## src/design/onewire_master_slot_engine_macros.svh

```systemverilog
// Assertion macros shared by the One-Wire master slot engine.
`ifndef ONEWIRE_MASTER_SLOT_ENGINE_MACROS_SVH
`define ONEWIRE_MASTER_SLOT_ENGINE_MACROS_SVH

// Same-cycle implication, checked on every rising clock edge outside reset.
`define OWM_ASSERT_NOW(label, clk, rst_n, ante, cons) \
  label: assert property (@(posedge clk) disable iff (!(rst_n)) (ante) |-> (cons)) \
    else $error("onewire engine check failed");

// Next-cycle implication, checked on every rising clock edge outside reset.
`define OWM_ASSERT_NEXT(label, clk, rst_n, ante, cons) \
  label: assert property (@(posedge clk) disable iff (!(rst_n)) (ante) |=> (cons)) \
    else $error("onewire engine check failed");

`endif

```

## src/design/owm_pkg.sv

```systemverilog
// Types and constants shared by the One-Wire master slot engine.
`timescale 1ns / 1ps

package owm_pkg;

  // Fixed release times after the low part of a write slot.
  localparam logic [9:0] WR1_RECOVERY = 10'd58;
  localparam logic [9:0] WR0_RECOVERY = 10'd2;

  // Configuration address width: eight registers at four-byte spacing.
  localparam int unsigned AddrWidth = 5;

  // Reset values of the configuration registers.
  localparam logic [9:0] RESET_LOW_DEFAULT     = 10'd750;
  localparam logic [7:0] RESET_RELEASE_DEFAULT = 8'd15;
  localparam logic [7:0] PRES_WAIT_DEFAULT     = 8'd100;
  localparam logic [8:0] PRES_LOW_DEFAULT      = 9'd240;
  localparam logic [3:0] ONE_LOW_DEFAULT       = 4'd8;
  localparam logic [6:0] ZERO_LOW_DEFAULT      = 7'd70;
  localparam logic [3:0] READ_LOW_DEFAULT      = 4'd10;
  localparam logic [6:0] READ_TAIL_DEFAULT     = 7'd45;

  // Command codes carried with each tick item.
  typedef enum logic [1:0] {
    CMD_TICK  = 2'd0,
    CMD_RESET = 2'd1,
    CMD_WRITE = 2'd2,
    CMD_READ  = 2'd3
  } cmd_e;

  // Configuration register indexes.
  typedef enum logic [2:0] {
    REG_RESET_LOW     = 3'd0,
    REG_RESET_RELEASE = 3'd1,
    REG_PRES_WAIT     = 3'd2,
    REG_PRES_LOW      = 3'd3,
    REG_ONE_LOW       = 3'd4,
    REG_ZERO_LOW      = 3'd5,
    REG_READ_LOW      = 3'd6,
    REG_READ_TAIL     = 3'd7
  } reg_e;

  // Sequencer phases, one-hot.
  typedef enum logic [9:0] {
    PH_IDLE      = 10'b00_0000_0001,
    PH_RST_LOW   = 10'b00_0000_0010,
    PH_RST_REL   = 10'b00_0000_0100,
    PH_PRES_WAIT = 10'b00_0000_1000,
    PH_PRES_LOW  = 10'b00_0001_0000,
    PH_WR_LOW    = 10'b00_0010_0000,
    PH_WR_REC    = 10'b00_0100_0000,
    PH_RD_LOW    = 10'b00_1000_0000,
    PH_RD_SAMP   = 10'b01_0000_0000,
    PH_RD_TAIL   = 10'b10_0000_0000
  } phase_e;

  // Timing configuration as seen by the sequencer.
  typedef struct packed {
    logic [9:0] reset_low_time;
    logic [7:0] reset_release_time;
    logic [7:0] presence_wait_limit;
    logic [8:0] presence_low_limit;
    logic [3:0] one_low_time;
    logic [6:0] zero_low_time;
    logic [3:0] read_low_time;
    logic [6:0] read_tail_time;
  } cfg_t;

  // One result item.
  typedef struct packed {
    logic       drive_low;
    logic       busy_res;
    logic       done_res;
    logic       no_device;
    logic [7:0] rx_byte;
  } result_t;

endpackage

```

## src/design/owm_regs.sv

```systemverilog
// APB configuration registers of the One-Wire master slot engine.
`timescale 1ns / 1ps

module owm_regs (
  input  logic                           clk_i,
  input  logic                           rst_ni,
  input  logic                           psel,
  input  logic                           penable,
  input  logic                           pwrite,
  input  logic [owm_pkg::AddrWidth-1:0]  paddr,
  input  logic [31:0]                    pwdata,
  output logic [31:0]                    prdata,
  output logic                           pready,
  output owm_pkg::cfg_t                  cfg_o
);

  owm_pkg::cfg_t cfg_q;
  owm_pkg::reg_e reg_idx;
  logic          wr_en;

  assign pready  = 1'b1;
  assign reg_idx = owm_pkg::reg_e'(paddr[owm_pkg::AddrWidth-1:2]);
  assign wr_en   = psel && penable && pwrite;
  assign cfg_o   = cfg_q;

  // Register writes in the access phase.
  always_ff @(posedge clk_i or negedge rst_ni) begin
    if (!rst_ni) begin
      cfg_q.reset_low_time      <= owm_pkg::RESET_LOW_DEFAULT;
      cfg_q.reset_release_time  <= owm_pkg::RESET_RELEASE_DEFAULT;
      cfg_q.presence_wait_limit <= owm_pkg::PRES_WAIT_DEFAULT;
      cfg_q.presence_low_limit  <= owm_pkg::PRES_LOW_DEFAULT;
      cfg_q.one_low_time        <= owm_pkg::ONE_LOW_DEFAULT;
      cfg_q.zero_low_time       <= owm_pkg::ZERO_LOW_DEFAULT;
      cfg_q.read_low_time       <= owm_pkg::READ_LOW_DEFAULT;
      cfg_q.read_tail_time      <= owm_pkg::READ_TAIL_DEFAULT;
    end else if (wr_en) begin
      unique case (reg_idx)
        owm_pkg::REG_RESET_LOW:     cfg_q.reset_low_time      <= pwdata[9:0];
        owm_pkg::REG_RESET_RELEASE: cfg_q.reset_release_time  <= pwdata[7:0];
        owm_pkg::REG_PRES_WAIT:     cfg_q.presence_wait_limit <= pwdata[7:0];
        owm_pkg::REG_PRES_LOW:      cfg_q.presence_low_limit  <= pwdata[8:0];
        owm_pkg::REG_ONE_LOW:       cfg_q.one_low_time        <= pwdata[3:0];
        owm_pkg::REG_ZERO_LOW:      cfg_q.zero_low_time       <= pwdata[6:0];
        owm_pkg::REG_READ_LOW:      cfg_q.read_low_time       <= pwdata[3:0];
        owm_pkg::REG_READ_TAIL:     cfg_q.read_tail_time      <= pwdata[6:0];
        default: ;
      endcase
    end
  end

  // Read-back mux, zero-extended to the bus width.
  always_comb begin
    unique case (reg_idx)
      owm_pkg::REG_RESET_LOW:     prdata = {22'd0, cfg_q.reset_low_time};
      owm_pkg::REG_RESET_RELEASE: prdata = {24'd0, cfg_q.reset_release_time};
      owm_pkg::REG_PRES_WAIT:     prdata = {24'd0, cfg_q.presence_wait_limit};
      owm_pkg::REG_PRES_LOW:      prdata = {23'd0, cfg_q.presence_low_limit};
      owm_pkg::REG_ONE_LOW:       prdata = {28'd0, cfg_q.one_low_time};
      owm_pkg::REG_ZERO_LOW:      prdata = {25'd0, cfg_q.zero_low_time};
      owm_pkg::REG_READ_LOW:      prdata = {28'd0, cfg_q.read_low_time};
      owm_pkg::REG_READ_TAIL:     prdata = {25'd0, cfg_q.read_tail_time};
      default:                    prdata = 32'd0;
    endcase
  end

endmodule

```

## src/design/owm_core.sv

```systemverilog
// Slot sequencer: bus state and the per-tick update of the One-Wire master.
`timescale 1ns / 1ps

module owm_core (
  input  logic             clk_i,
  input  logic             rst_ni,
  input  logic             step_i,
  input  logic [1:0]       cmd_i,
  input  logic [7:0]       tx_byte_i,
  input  logic             line_level_i,
  input  owm_pkg::cfg_t    cfg_i,
  output owm_pkg::result_t res_o
);

  owm_pkg::phase_e phase_q, phase_d;
  logic [9:0]      tick_count_q, tick_count_d;
  logic [2:0]      bit_index_q, bit_index_d;
  logic [7:0]      shift_byte_q, shift_byte_d;
  logic            presence_q, presence_d;
  logic [7:0]      rx_q, rx_d;

  owm_pkg::cmd_e   cmd;
  logic [9:0]      tick_inc;
  logic [9:0]      slot_len;
  logic [9:0]      rec_len;
  logic            drive;
  logic            done;

  assign cmd = owm_pkg::cmd_e'(cmd_i);

  // Next state for one tick: command start first, then the phase step.
  always_comb begin
    phase_d      = phase_q;
    tick_count_d = tick_count_q;
    bit_index_d  = bit_index_q;
    shift_byte_d = shift_byte_q;
    presence_d   = presence_q;
    rx_d         = rx_q;
    drive        = 1'b0;
    done         = 1'b0;

    if (phase_q == owm_pkg::PH_IDLE && cmd != owm_pkg::CMD_TICK) begin
      tick_count_d = 10'd0;
      bit_index_d  = 3'd0;
      case (cmd)
        owm_pkg::CMD_RESET: phase_d = owm_pkg::PH_RST_LOW;
        owm_pkg::CMD_WRITE: begin
          shift_byte_d = tx_byte_i;
          phase_d      = owm_pkg::PH_WR_LOW;
        end
        default: begin
          shift_byte_d = 8'd0;
          phase_d      = owm_pkg::PH_RD_LOW;
        end
      endcase
    end

    tick_inc = tick_count_d + 10'd1;
    slot_len = shift_byte_d[0] ? {6'd0, cfg_i.one_low_time} : {3'd0, cfg_i.zero_low_time};
    rec_len  = shift_byte_d[0] ? owm_pkg::WR1_RECOVERY : owm_pkg::WR0_RECOVERY;

    unique case (phase_d)
      owm_pkg::PH_RST_LOW: begin
        drive        = 1'b1;
        tick_count_d = tick_inc;
        if (tick_inc >= cfg_i.reset_low_time) begin
          tick_count_d = 10'd0;
          phase_d = (cfg_i.reset_release_time == 8'd0) ? owm_pkg::PH_PRES_WAIT
                                                         : owm_pkg::PH_RST_REL;
        end
      end
      owm_pkg::PH_RST_REL: begin
        tick_count_d = tick_inc;
        if (tick_inc >= {2'd0, cfg_i.reset_release_time}) begin
          tick_count_d = 10'd0;
          phase_d      = owm_pkg::PH_PRES_WAIT;
        end
      end
      owm_pkg::PH_PRES_WAIT: begin
        if (line_level_i) begin
          tick_count_d = tick_inc;
          if (tick_inc >= {2'd0, cfg_i.presence_wait_limit}) begin
            presence_d = 1'b1;
            done       = 1'b1;
          end
        end else if (cfg_i.presence_low_limit <= 9'd1) begin
          // A low limit of zero or one tick ends the reset on the first low tick.
          presence_d = 1'b1;
          done       = 1'b1;
        end else begin
          tick_count_d = 10'd1;
          phase_d      = owm_pkg::PH_PRES_LOW;
        end
      end
      owm_pkg::PH_PRES_LOW: begin
        if (line_level_i) begin
          presence_d = 1'b0;
          done       = 1'b1;
        end else begin
          tick_count_d = tick_inc;
          if (tick_inc >= {1'd0, cfg_i.presence_low_limit}) begin
            presence_d = 1'b1;
            done       = 1'b1;
          end
        end
      end
      owm_pkg::PH_WR_LOW: begin
        drive        = 1'b1;
        tick_count_d = tick_inc;
        if (tick_inc >= slot_len) begin
          tick_count_d = 10'd0;
          phase_d      = owm_pkg::PH_WR_REC;
        end
      end
      owm_pkg::PH_WR_REC: begin
        tick_count_d = tick_inc;
        if (tick_inc >= rec_len) begin
          tick_count_d = 10'd0;
          shift_byte_d = {1'b0, shift_byte_d[7:1]};
          if (bit_index_d == 3'd7) begin
            done = 1'b1;
          end else begin
            bit_index_d = bit_index_d + 3'd1;
            phase_d     = owm_pkg::PH_WR_LOW;
          end
        end
      end
      owm_pkg::PH_RD_LOW: begin
        drive        = 1'b1;
        tick_count_d = tick_inc;
        if (tick_inc >= {6'd0, cfg_i.read_low_time}) begin
          tick_count_d = 10'd0;
          phase_d      = owm_pkg::PH_RD_SAMP;
        end
      end
      owm_pkg::PH_RD_SAMP: begin
        shift_byte_d = {line_level_i, shift_byte_d[7:1]};
        tick_count_d = 10'd0;
        phase_d      = owm_pkg::PH_RD_TAIL;
      end
      owm_pkg::PH_RD_TAIL: begin
        tick_count_d = tick_inc;
        if (tick_inc >= {3'd0, cfg_i.read_tail_time}) begin
          tick_count_d = 10'd0;
          if (bit_index_d == 3'd7) begin
            rx_d = shift_byte_d;
            done = 1'b1;
          end else begin
            bit_index_d = bit_index_d + 3'd1;
            phase_d     = owm_pkg::PH_RD_LOW;
          end
        end
      end
      default: begin
        phase_d      = owm_pkg::PH_IDLE;
        tick_count_d = 10'd0;
        bit_index_d  = 3'd0;
      end
    endcase

    // Completion returns the sequencer to idle with cleared counters.
    if (done) begin
      phase_d      = owm_pkg::PH_IDLE;
      tick_count_d = 10'd0;
      bit_index_d  = 3'd0;
    end
  end

  // Result of this tick.
  always_comb begin
    res_o.drive_low = drive;
    res_o.busy_res  = (phase_d != owm_pkg::PH_IDLE);
    res_o.done_res  = done;
    res_o.no_device = presence_d;
    res_o.rx_byte   = rx_d;
  end

  // State advances once per processed tick item.
  always_ff @(posedge clk_i or negedge rst_ni) begin
    if (!rst_ni) begin
      phase_q      <= owm_pkg::PH_IDLE;
      tick_count_q <= 10'd0;
      bit_index_q  <= 3'd0;
      shift_byte_q <= 8'd0;
      presence_q   <= 1'b0;
      rx_q         <= 8'd0;
    end else if (step_i) begin
      phase_q      <= phase_d;
      tick_count_q <= tick_count_d;
      bit_index_q  <= bit_index_d;
      shift_byte_q <= shift_byte_d;
      presence_q   <= presence_d;
      rx_q         <= rx_d;
    end
  end

endmodule

```

## src/design/onewire_master_slot_engine.sv

```systemverilog
// Top level of the One-Wire master slot engine: item registers, sequencer and config.
// An accepted tick item waits in the input register, and its result item is offered
// from the output register. Throughput: one tick item per cycle unless the output
// side stalls; input register, one-tick update and output register make a single pass.
// Reset (rst_ni low, asynchronous): both item registers empty, sequencer idle with
// counters, shift byte, no_device and rx_byte cleared, timing registers at defaults.
`timescale 1ns / 1ps

`include "onewire_master_slot_engine_macros.svh"

module onewire_master_slot_engine (
  input  logic                          clk_i,
  input  logic                          rst_ni,
  input  logic                          in_valid_i,
  output logic                          in_ready_o,
  input  logic [1:0]                    cmd_i,
  input  logic [7:0]                    tx_byte_i,
  input  logic                          line_level_i,
  output logic                          out_valid_o,
  input  logic                          out_ready_i,
  output logic                          drive_low_o,
  output logic                          busy_res_o,
  output logic                          done_res_o,
  output logic                          no_device_o,
  output logic [7:0]                    rx_byte_o,
  input  logic                          psel,
  input  logic                          penable,
  input  logic                          pwrite,
  input  logic [owm_pkg::AddrWidth-1:0] paddr,
  input  logic [31:0]                   pwdata,
  output logic [31:0]                   prdata,
  output logic                          pready
);

  logic             in_valid_q;
  logic [1:0]       cmd_q;
  logic [7:0]       tx_byte_q;
  logic             line_level_q;
  logic             out_valid_q;
  owm_pkg::result_t out_q;
  owm_pkg::result_t res;
  owm_pkg::cfg_t    cfg;
  logic             out_free;
  logic             step;

  // Pipeline control: the held item moves on when the output register is free.
  assign out_free   = !out_valid_q || out_ready_i;
  assign step       = in_valid_q && out_free;
  assign in_ready_o = !in_valid_q || out_free;

  owm_regs u_regs (
    .clk_i   (clk_i),
    .rst_ni  (rst_ni),
    .psel    (psel),
    .penable (penable),
    .pwrite  (pwrite),
    .paddr   (paddr),
    .pwdata  (pwdata),
    .prdata  (prdata),
    .pready  (pready),
    .cfg_o   (cfg)
  );

  owm_core u_core (
    .clk_i        (clk_i),
    .rst_ni       (rst_ni),
    .step_i       (step),
    .cmd_i        (cmd_q),
    .tx_byte_i    (tx_byte_q),
    .line_level_i (line_level_q),
    .cfg_i        (cfg),
    .res_o        (res)
  );

  // Input item register.
  always_ff @(posedge clk_i or negedge rst_ni) begin
    if (!rst_ni) begin
      in_valid_q <= 1'b0;
    end else if (in_ready_o) begin
      in_valid_q <= in_valid_i;
    end
  end

  always_ff @(posedge clk_i) begin
    if (in_ready_o && in_valid_i) begin
      cmd_q        <= cmd_i;
      tx_byte_q    <= tx_byte_i;
      line_level_q <= line_level_i;
    end
  end

  // Output item register.
  always_ff @(posedge clk_i or negedge rst_ni) begin
    if (!rst_ni) begin
      out_valid_q <= 1'b0;
    end else if (out_free) begin
      out_valid_q <= in_valid_q;
    end
  end

  always_ff @(posedge clk_i) begin
    if (step) begin
      out_q <= res;
    end
  end

  assign out_valid_o = out_valid_q;
  assign drive_low_o = out_q.drive_low;
  assign busy_res_o  = out_q.busy_res;
  assign done_res_o  = out_q.done_res;
  assign no_device_o = out_q.no_device;
  assign rx_byte_o   = out_q.rx_byte;

  // A completing tick leaves the sequencer idle.
  `OWM_ASSERT_NOW(a_done_not_busy, clk_i, rst_ni, out_valid_o && done_res_o, !busy_res_o)
  // The line is only driven in phases that continue after the tick.
  `OWM_ASSERT_NOW(a_drive_busy, clk_i, rst_ni, out_valid_o && drive_low_o, busy_res_o)
  // A held item is kept while the output side is stalled.
  `OWM_ASSERT_NEXT(a_hold_item, clk_i, rst_ni, in_valid_q && out_valid_q && !out_ready_i,
                   in_valid_q && out_valid_q)

endmodule

```

## config.mk

```make
export PLATFORM = sky130hd
export DESIGN_NAME = onewire_master_slot_engine
export DESIGN_NICKNAME = d
export VERILOG_FILES = /design/src/design/owm_pkg.sv /design/src/design/owm_regs.sv /design/src/design/owm_core.sv /design/src/design/onewire_master_slot_engine.sv
export VERILOG_INCLUDE_DIRS = /design/src /design/src/design
export SDC_FILE = /design/constraint.sdc
export NUM_CORES = 1
export LEC_CHECK = 0
export ABC_CLOCK_PERIOD_IN_PS = 6200
export CELL_PAD_IN_SITES_DETAIL_PLACEMENT = 1
export CELL_PAD_IN_SITES_GLOBAL_PLACEMENT = 1
export CORE_ASPECT_RATIO = 0.5
export CORE_UTILIZATION = 50
export DETAILED_ROUTE_END_ITERATION = 10
export DONT_BUFFER_PORTS = 1
export GPL_TIMING_DRIVEN = 1
export PLACE_DENSITY_LB_ADDON = 0.1
export SLEW_MARGIN = 20
export SYNTH_ARGS = -nofsm -noshare
export SYNTH_HDL_FRONTEND = slang
export SYNTH_SLANG_ARGS = --single-unit
export TNS_END_PERCENT = 1
```

## constraint.sdc

```tcl
create_clock -name clk_i -period 6.2 [get_ports clk_i]
set_clock_uncertainty 0.2 [all_clocks]
set_input_delay 0.31 -clock clk_i [delete_from_list [all_inputs] [get_ports clk_i]]
set_output_delay 0.31 -clock clk_i [all_outputs]
set_load 0.03 [all_outputs]
```

==> summary.txt, run 1 <==
Final layout
  • Nets: between 900 and 1k
  • Register cell area after layout: 0.00320 sq mm
  • Layout cell share with drive strength beyond 1: 17.0%
  • Number of standard cells in the layout, taps in and fillers out: 1110
  • Diode insertion count for antenna repair: 0
  • Multi-input combinational cell area: 0.00448 sq mm
  • Area added between synthesis and finish: 12.1%
  • Layout filler cell count: 1762

Synthesis
  • Most used standard cells in the synthesized netlist: nand2_1 (93), o21ai_0 (75), dfrtp_1 (70)
  • Part of the Yosys area used for sequential elements: 39.4%
  • Share of flip-flops with an asynchronous set or reset: 81.1%
  • Dominant register cell in the synthesized netlist: dfrtp_1
  • Top-area cell type share of the netlist area: a little over a fifth
  • Cell area after technology mapping: 0.00814 sq mm
  • Count of different cell masters after synthesis: 79
  • Library cell with the highest instance count after synthesis: nand2_1
  • Cell accounting for the most synthesized area: dfrtp_1
  • Post-Syn Instances: 857
  • Number of register bits inferred by synthesis: ~120
  • Yosys synthesis warning count: 0
  • EDFF count, synth: 23
  • Synth area leaders: dfrtp_1 (22%), dfstp_2 (9.4%), ha_1 (8.8%), edfxtp_1 (8.5%), mux2_2 (6.2%)
  • Mean area per synthesized cell: between 9 and 10 sq um

Clock tree
  • CTS HTree Levels: 4
  • Cell at the root of the clock tree: clkbuf_16
  • Source-to-sink clock delay at the later pin of the worst-skew pair: roughly 0.44 ns
  • Clock buffers created by TritonCTS: 17
  • TritonCTS clock tree: built
  • Max Buffers Root-to-Sink: 2
  • Clock transition at path regs: 0.06 ns
  • Post-CTS Setup Bufs: 0
  • Total clock sinks: 122

Global routing
  • Grt ovf: 0
  • Maximum number of pins on one net before global-route repair: 100
  • Global-route wire length before repair: ~40000 um
  • Global-route usage over all layers: 31.7%
  • Number of antenna violations at the first check in global routing: 0
  • Via count of the first global-routing pass: 7140

Detailed routing
  • Remaining design rule violation count: 0
  • Via-to-Cell Ratio: 6.15
  • Count of routing violations after the opening detailed-route iteration: 440
  • Drt first pass iters: 5
  • Via total after detailed routing: 6822
  • Average detailed-routed wire length per instance: 22.6 um
  • Post-detailed-route count of antenna-violating nets: 0
  • Total wirelength of the detailed-routed design: roughly 25000 um

Worst setup path
  • Setup crit end kind: flop
  • Cell type with the highest occurrence count on the critical path: ha_1
  • Largest delay contributor family on the critical path: compound AO/OA/AOI/OAI gates
  • Cell count of the worst reg-to-reg path: 20
  • Worst Setup Start Kind: flop
  • Slowest cell on the critical path: a2111oi_1
  • Count of cell instances traversed by the critical path: 20
  • Startpoint-to-endpoint class of the critical path: reg2reg
  • Slack of the worst reg-to-reg path: 0.44 ns
  • Critical register-to-register path startpoint: cmd_q[0]
  • Worst-path cell chain: inv_1 -> ha_1 -> nor4_1 -> nand3_2 -> nand2_1 -> inv_1 -> ha_1 -> nor4_4 -> nor4_1 -> buf_4 -> ha_1 -> a2111oi_1 -> o21ai_0 -> a31oi_1 -> mux2i_1 -> o211a_1 -> nor4_4 -> buf_4 -> o21ai_0 -> o21ai_1
  • Highest fanout seen on the critical path: 8
  • Required time worst endpoint: 6.34 ns
  • Max incr delay on CP: 0.62 ns
  • Data arrival time at the worst-slack endpoint: a little under 6 ns
  • Endpoint of the most critical register-to-register path: u_core.phase_q[9]
  • Combined buffer and inverter count along the critical path: 4

Placement
  • Placed Cells: 1053
  • HPWL after detailed placement: 17100 um
  • GP Congestion: 0.875
  • Buffers on Ports: 0

STA
  • Highest Clock Rate: 0.174 GHz
  • Worst slew slack as a fraction of its limit: 31.3%
  • Setup repair after global routing missed its margin: false
  • Number of slew-limit violations in the final report: 0
  • Transition time at the pin with the least slew margin: 1.03 ns
  • Setup_tns: 0 ns
  • Final clock period utilization by the worst path: 92.8%
  • Finish-stage setup viols: 0
  • Post-route minimum period: 5.76 ns
  • Number of endpoints with negative hold slack in the final report: 0

Min path
  • Worst hold path stage count: 4
  • Worst Hold Class: in2reg
  • Source of the worst hold timing path: paddr[2]
  • Worst Hold End: u_regs.cfg_o[37]

Power
  • Pwr dens: about 370 mW/mm^2
  • Part of the power in combinational logic: 36.9%
  • Relative contribution of sequential cells to total power: around a third
  • Maximum vdd ir drop: 207 uV
  • Design Power: 3380 uW
  • Proportion of total power due to net switching: 39.1%
  • Switching power summed over all nets: 1320 uW
  • P_leak: 0.00395 uW
  • Design internal power: 2060 uW
  • Clk network pwr share: a little under 30%

Floorplanning
  • Row Count: 32
  • Die H: 92.2 um
  • Initial Utilization: 52.0%
  • Core footprint: 0.0157 sq mm
  • IO Pins: 102
  • Die Wd: around 180 um
  • Floorplan die area: 0.0168 sq mm

Run
  • Number of violations of the max-capacitance limit: 0

Outcome
  • Outcome: complete, no violations
flip-flops by register name, summed over array words and instances (netlist names):
name                 flops
u_regs.cfg_o            57
done_res_o               1
u_core.bit_index_q       3
tx_byte_q                8
u_core.rx_q              8
u_core.presence_q        1
u_core.phase_q          10
drive_low_o              1
u_core.shift_byte_q      8
no_device_o              1
in_valid_q               1
out_valid_o              1
busy_res_o               1
cmd_q                    2
line_level_q             1
rx_byte_o                8
u_core.tick_count_q     10
logic make-up (layout without fill, tap and decap cells):
| kind of cell | Yosys count | in the layout | synth area share, % |
|---|---|---|---|
| flops | 122 | 122 | 39.4 |
| simple gates | 274 | 274 | 17.5 |
| fa+ha+maj | 58 | 58 | 8.89 |
| other cells | 2 | 23 | 0.0923 |
| xor+xnor | 5 | 5 | 0.538 |
| mux | 64 | 64 | 9.18 |
| compound gates | 216 | 216 | 17.8 |
| buf+inv | 116 | 127 | 6.63 |
worst register-to-register path: cells and delay by family (launching register included):
| family | cells | cell delay, ns |
|---|---|---|
| buf+inv | 4 | 0.55 |
| mux | 1 | 0.21 |
| simple gates | 6 | 1.62 |
| compound gates | 6 | 1.91 |
| fa+ha+maj | 3 | 0.82 |
| flops | 1 | 0.35 |
layout make-up:
type	count	share of cell area [%]
multi-input cells	640	49.1
clock inverters	11	1.04
inverters	53	2.18
well taps	221	3.03
repair buffers	42	4.34
clock buffers	21	5.17
flip-flops and latches	122	35.1
metrics by stage:
step                setup slack (ns)  hold slack, ns  utilization, %  area [sq um]
floorplan                      0.530          -0.186               -          8220
global placement               0.722          -0.182            52.9          8280
detailed placement             0.529          -0.182            52.9          8280
CTS                            0.290          0.0337            58.2          9110
global route                  0.0855          0.0678            58.2          9120
finish                         0.445          0.0535            58.2          9120
repair_timing:
action                                  4_1_cts  5_1_grt
endpoints found under the setup margin        0        4
endpoints found under the hold margin       169        0
gates resized for setup                       0        1
hold buffers                                 25        0
power groups by stage:
stage / Clock [uW] / Combinational (uW) / Sequential (uW)
CTS: 984 / 1230 / 1150
finish: 975 / 1250 / 1160
detailed placement: 0 / 1170 / 1160
floorplan: 0 / 891 / 1100
global placement: 0 / 1130 / 1160
global route: 1020 / 1360 / 1170
how the worst max path moves through the flow:
stage | from | endpoint | slack (ns)
after floorplan | cmd_q[0] | u_core.bit_index_q[0] | 0.53
after global placement | u_core.phase_q[0] | u_core.tick_count_q[3] | 0.72
after detailed placement | cmd_q[0] | u_core.phase_q[9] | 0.53
after CTS | u_core.phase_q[0] | u_core.phase_q[9] | 0.29
after global routing | u_core.phase_q[0] | u_core.phase_q[6] | 0.09
final | cmd_q[0] | u_core.phase_q[9] | 0.44
cells in the final DEF (no fill, tap or decap), types with 16 or more instances in the layout:
master and instances:
inv_1 52, a21oi_1 32, nor2_1 48, nor3_1 16, dfstp_2 29, nand2_1 93
dfrtp_1 70, edfxtp_1 23, dlygate4sd3_1 24, nand3_1 18, mux2_2 45, clkbuf_16 18
nand2b_1 16, buf_4 17, ha_1 57, o21ai_0 75, conb_1 23
routing by layer:
layer	track usage [%]	routed length [um]	share of wire, %	vias up
met4	7.21	330	1.3	0
met1	41.5	11500	46	3454
met5	0	0	0	-
met3	7.03	1360	5.4	28
li1	-	-	-	3149
met2	53.6	12000	48	191
Power figures use the tool's default switching activity.
==> inputs of run 2 (changes only) <==
==> constraint.sdc (replaced) <==
create_clock -name clk_i -period 6.2 [get_ports clk_i]
set_clock_uncertainty 0.2 [all_clocks]
set_input_delay 0.93 -clock clk_i [delete_from_list [all_inputs] [get_ports clk_i]]
set_output_delay 0.93 -clock clk_i [all_outputs]
set_load 0.03 [all_outputs]
==> summary.txt, run 2 (synthesis results as in run 1) <==
STA
  • Final clock period utilization by the worst path: 94.6%
  • Highest Clock Rate: 0.170 GHz
  • Setup_tns: 0 ns
  • Transition time at the pin with the least slew margin: approximately 1.1 ns
  • Number of endpoints with negative hold slack in the final report: 0
  • Setup repair after global routing missed its margin: false
  • Finish-stage setup viols: 0
  • Setup slack of the critical path after layout: about 0.33 ns
  • Number of slew-limit violations in the final report: 0
  • Post-route minimum period: 5.87 ns
  • Worst slew slack as a fraction of its limit: 28.5%

Global routing
  • Global-route wire length before repair: 39000 um
  • Via count of the first global-routing pass: 6845
  • Number of antenna violations at the first check in global routing: 0
  • Maximum number of pins on one net before global-route repair: 71
  • Global-route usage over all layers: 31.1%
  • Grt ovf: 0

Clock tree
  • TritonCTS clock tree: built
  • Total clock sinks: 122
  • Post-CTS Setup Bufs: 0
  • Source-to-sink clock delay at the later pin of the worst-skew pair: 0.43 ns
  • Clock buffers created by TritonCTS: 17
  • Cell at the root of the clock tree: clkbuf_16
  • CTS HTree Levels: 4
  • Max Buffers Root-to-Sink: 2
  • Clock transition at path regs: ~0.060 ns

Final layout
  • Commonest non-fill, non-tap cell in the layout: nand2_1
  • Flip-flop count of the largest register after layout: 57
  • Commonest non-fill, non-tap cells in the layout: nand2_1 (93), o21ai_0 (75), dfrtp_1 (70)
  • Final instance area: between 0.008 and 0.009 sq mm
  • Diode insertion count for antenna repair: 0
  • Area added between synthesis and finish: 9.38%
  • Nets: 965
  • Layout cell share with drive strength beyond 1: between 10% and 20%

Min path
  • Worst Hold Class: in2async

Power
  • Maximum vdd ir drop: a little over 200 uV
  • P_leak: approximately 0.0039 uW
  • Pwr dens: 380 mW/mm^2
  • Design Power: 3380 uW

Worst setup path
  • Worst Setup Start Kind: flop
  • Cell count of the worst reg-to-reg path: 22
  • Slowest cell on the critical path: a31oi_1
  • Startpoint-to-endpoint class of the critical path: reg2reg
  • Largest delay contributor family on the critical path: simple AND/OR/NAND/NOR gates
  • Highest fanout seen on the critical path: 8
  • Combined buffer and inverter count along the critical path: 4
  • Count of cell instances traversed by the critical path: 22
  • Required time worst endpoint: around 6.4 ns
  • Slack of the worst reg-to-reg path: around 0.33 ns
  • Max incr delay on CP: 0.53 ns
  • Data arrival time at the worst-slack endpoint: 6.02 ns
  • Worst-path cell chain: inv_1 -> ha_1 -> nor4_1 -> nand3_2 -> nand2_1 -> inv_1 -> ha_1 -> nand2_1 -> a21oi_1 -> nor4_1 -> buf_4 -> ha_1 -> or3_1 -> o21ai_0 -> o21ai_0 -> a31oi_1 -> mux2i_1 -> o211a_1 -> nor4_4 -> buf_4 -> o21ai_0 -> o21ai_1
  • Setup crit end kind: flop

Detailed routing
  • Total wirelength of the detailed-routed design: 24900 um
  • Remaining design rule violation count: 0
  • Drt first pass iters: 5
  • Via total after detailed routing: ~6.8k
  • Count of routing violations after the opening detailed-route iteration: 388
  • Via-to-Cell Ratio: 6.22
  • Average detailed-routed wire length per instance: 22.9 um
  • Post-detailed-route count of antenna-violating nets: 0

Floorplanning
  • Die Wd: 182 um
  • IO Pins: between 100 and 150
  • Core footprint: 0.0157 sq mm
  • Initial Utilization: between 50% and 60%
  • Floorplan die area: 0.0168 sq mm
  • Die H: 92.2 um
  • Row Count: 32

Placement
  • Area of placed instances: slightly above 0.008 sq mm
  • Worst slack, placed: between 0.4 and 0.5 ns
  • HPWL after detailed placement: 17200 um
  • GP Congestion: 0.877
  • Buffers on Ports: 0

Run
  • Number of violations of the max-capacitance limit: 0

Outcome
  • Outcome: complete, no violations
[run 2: metrics by stage]
stage               cells  util, %  hold slack, ns
global route         1087     56.9           0.139
global placement     1054     52.9           0.266
finish               1087     56.9           0.155
floorplan             878        -           0.250
detailed placement   1054     52.9           0.285
CTS                  1087     56.9           0.139
[run 2: layout make-up]
cell class              count  area, sq um
multi-input cells         640         4470
repair buffers             19          163
inverters                  53          199
clock buffers              18          429
flip-flops and latches    122         3200
fillers                  1770         6750
clock inverters            14          156
well taps                 221          277
[run 2: power by group]
group	internal [uW]	total [uW]	leakage (uW)	switching, uW
combinational	467	1210	0.00214	741
sequential	998	1160	0.00144	160
clock	625	1010	0.000277	387
total	2090	3380	0.00386	1290
[run 2: per-layer routing]
| layer | wire, um | global-route usage [%] |
|---|---|---|
| met5 | 0 | 0 |
| met2 | 12000 | 51.8 |
| met1 | 11300 | 41.1 |
| met3 | 1240 | 6.16 |
| met4 | 342 | 9.38 |
[run 2: timing repair]
| action | 4_1_cts | 5_1_grt |
|---|---|---|
| endpoints found under the hold margin | 70 | 0 |
| hold buffers | 1 | 0 |
| gates resized for setup | 0 | 0 |
[run 2: worst paths after layout]
path	from	to
worst max-delay path	cmd_q[0]	u_core.phase_q[6]
worst min-delay path	rst_ni	u_core.phase_q[0]
worst max register to register	cmd_q[0]	u_core.phase_q[6]
worst min register to register	in_valid_q	out_valid_o
max in group asynchronous	rst_ni	u_regs.cfg_o[32]
min in group clk_i	in_valid_q	out_valid_o
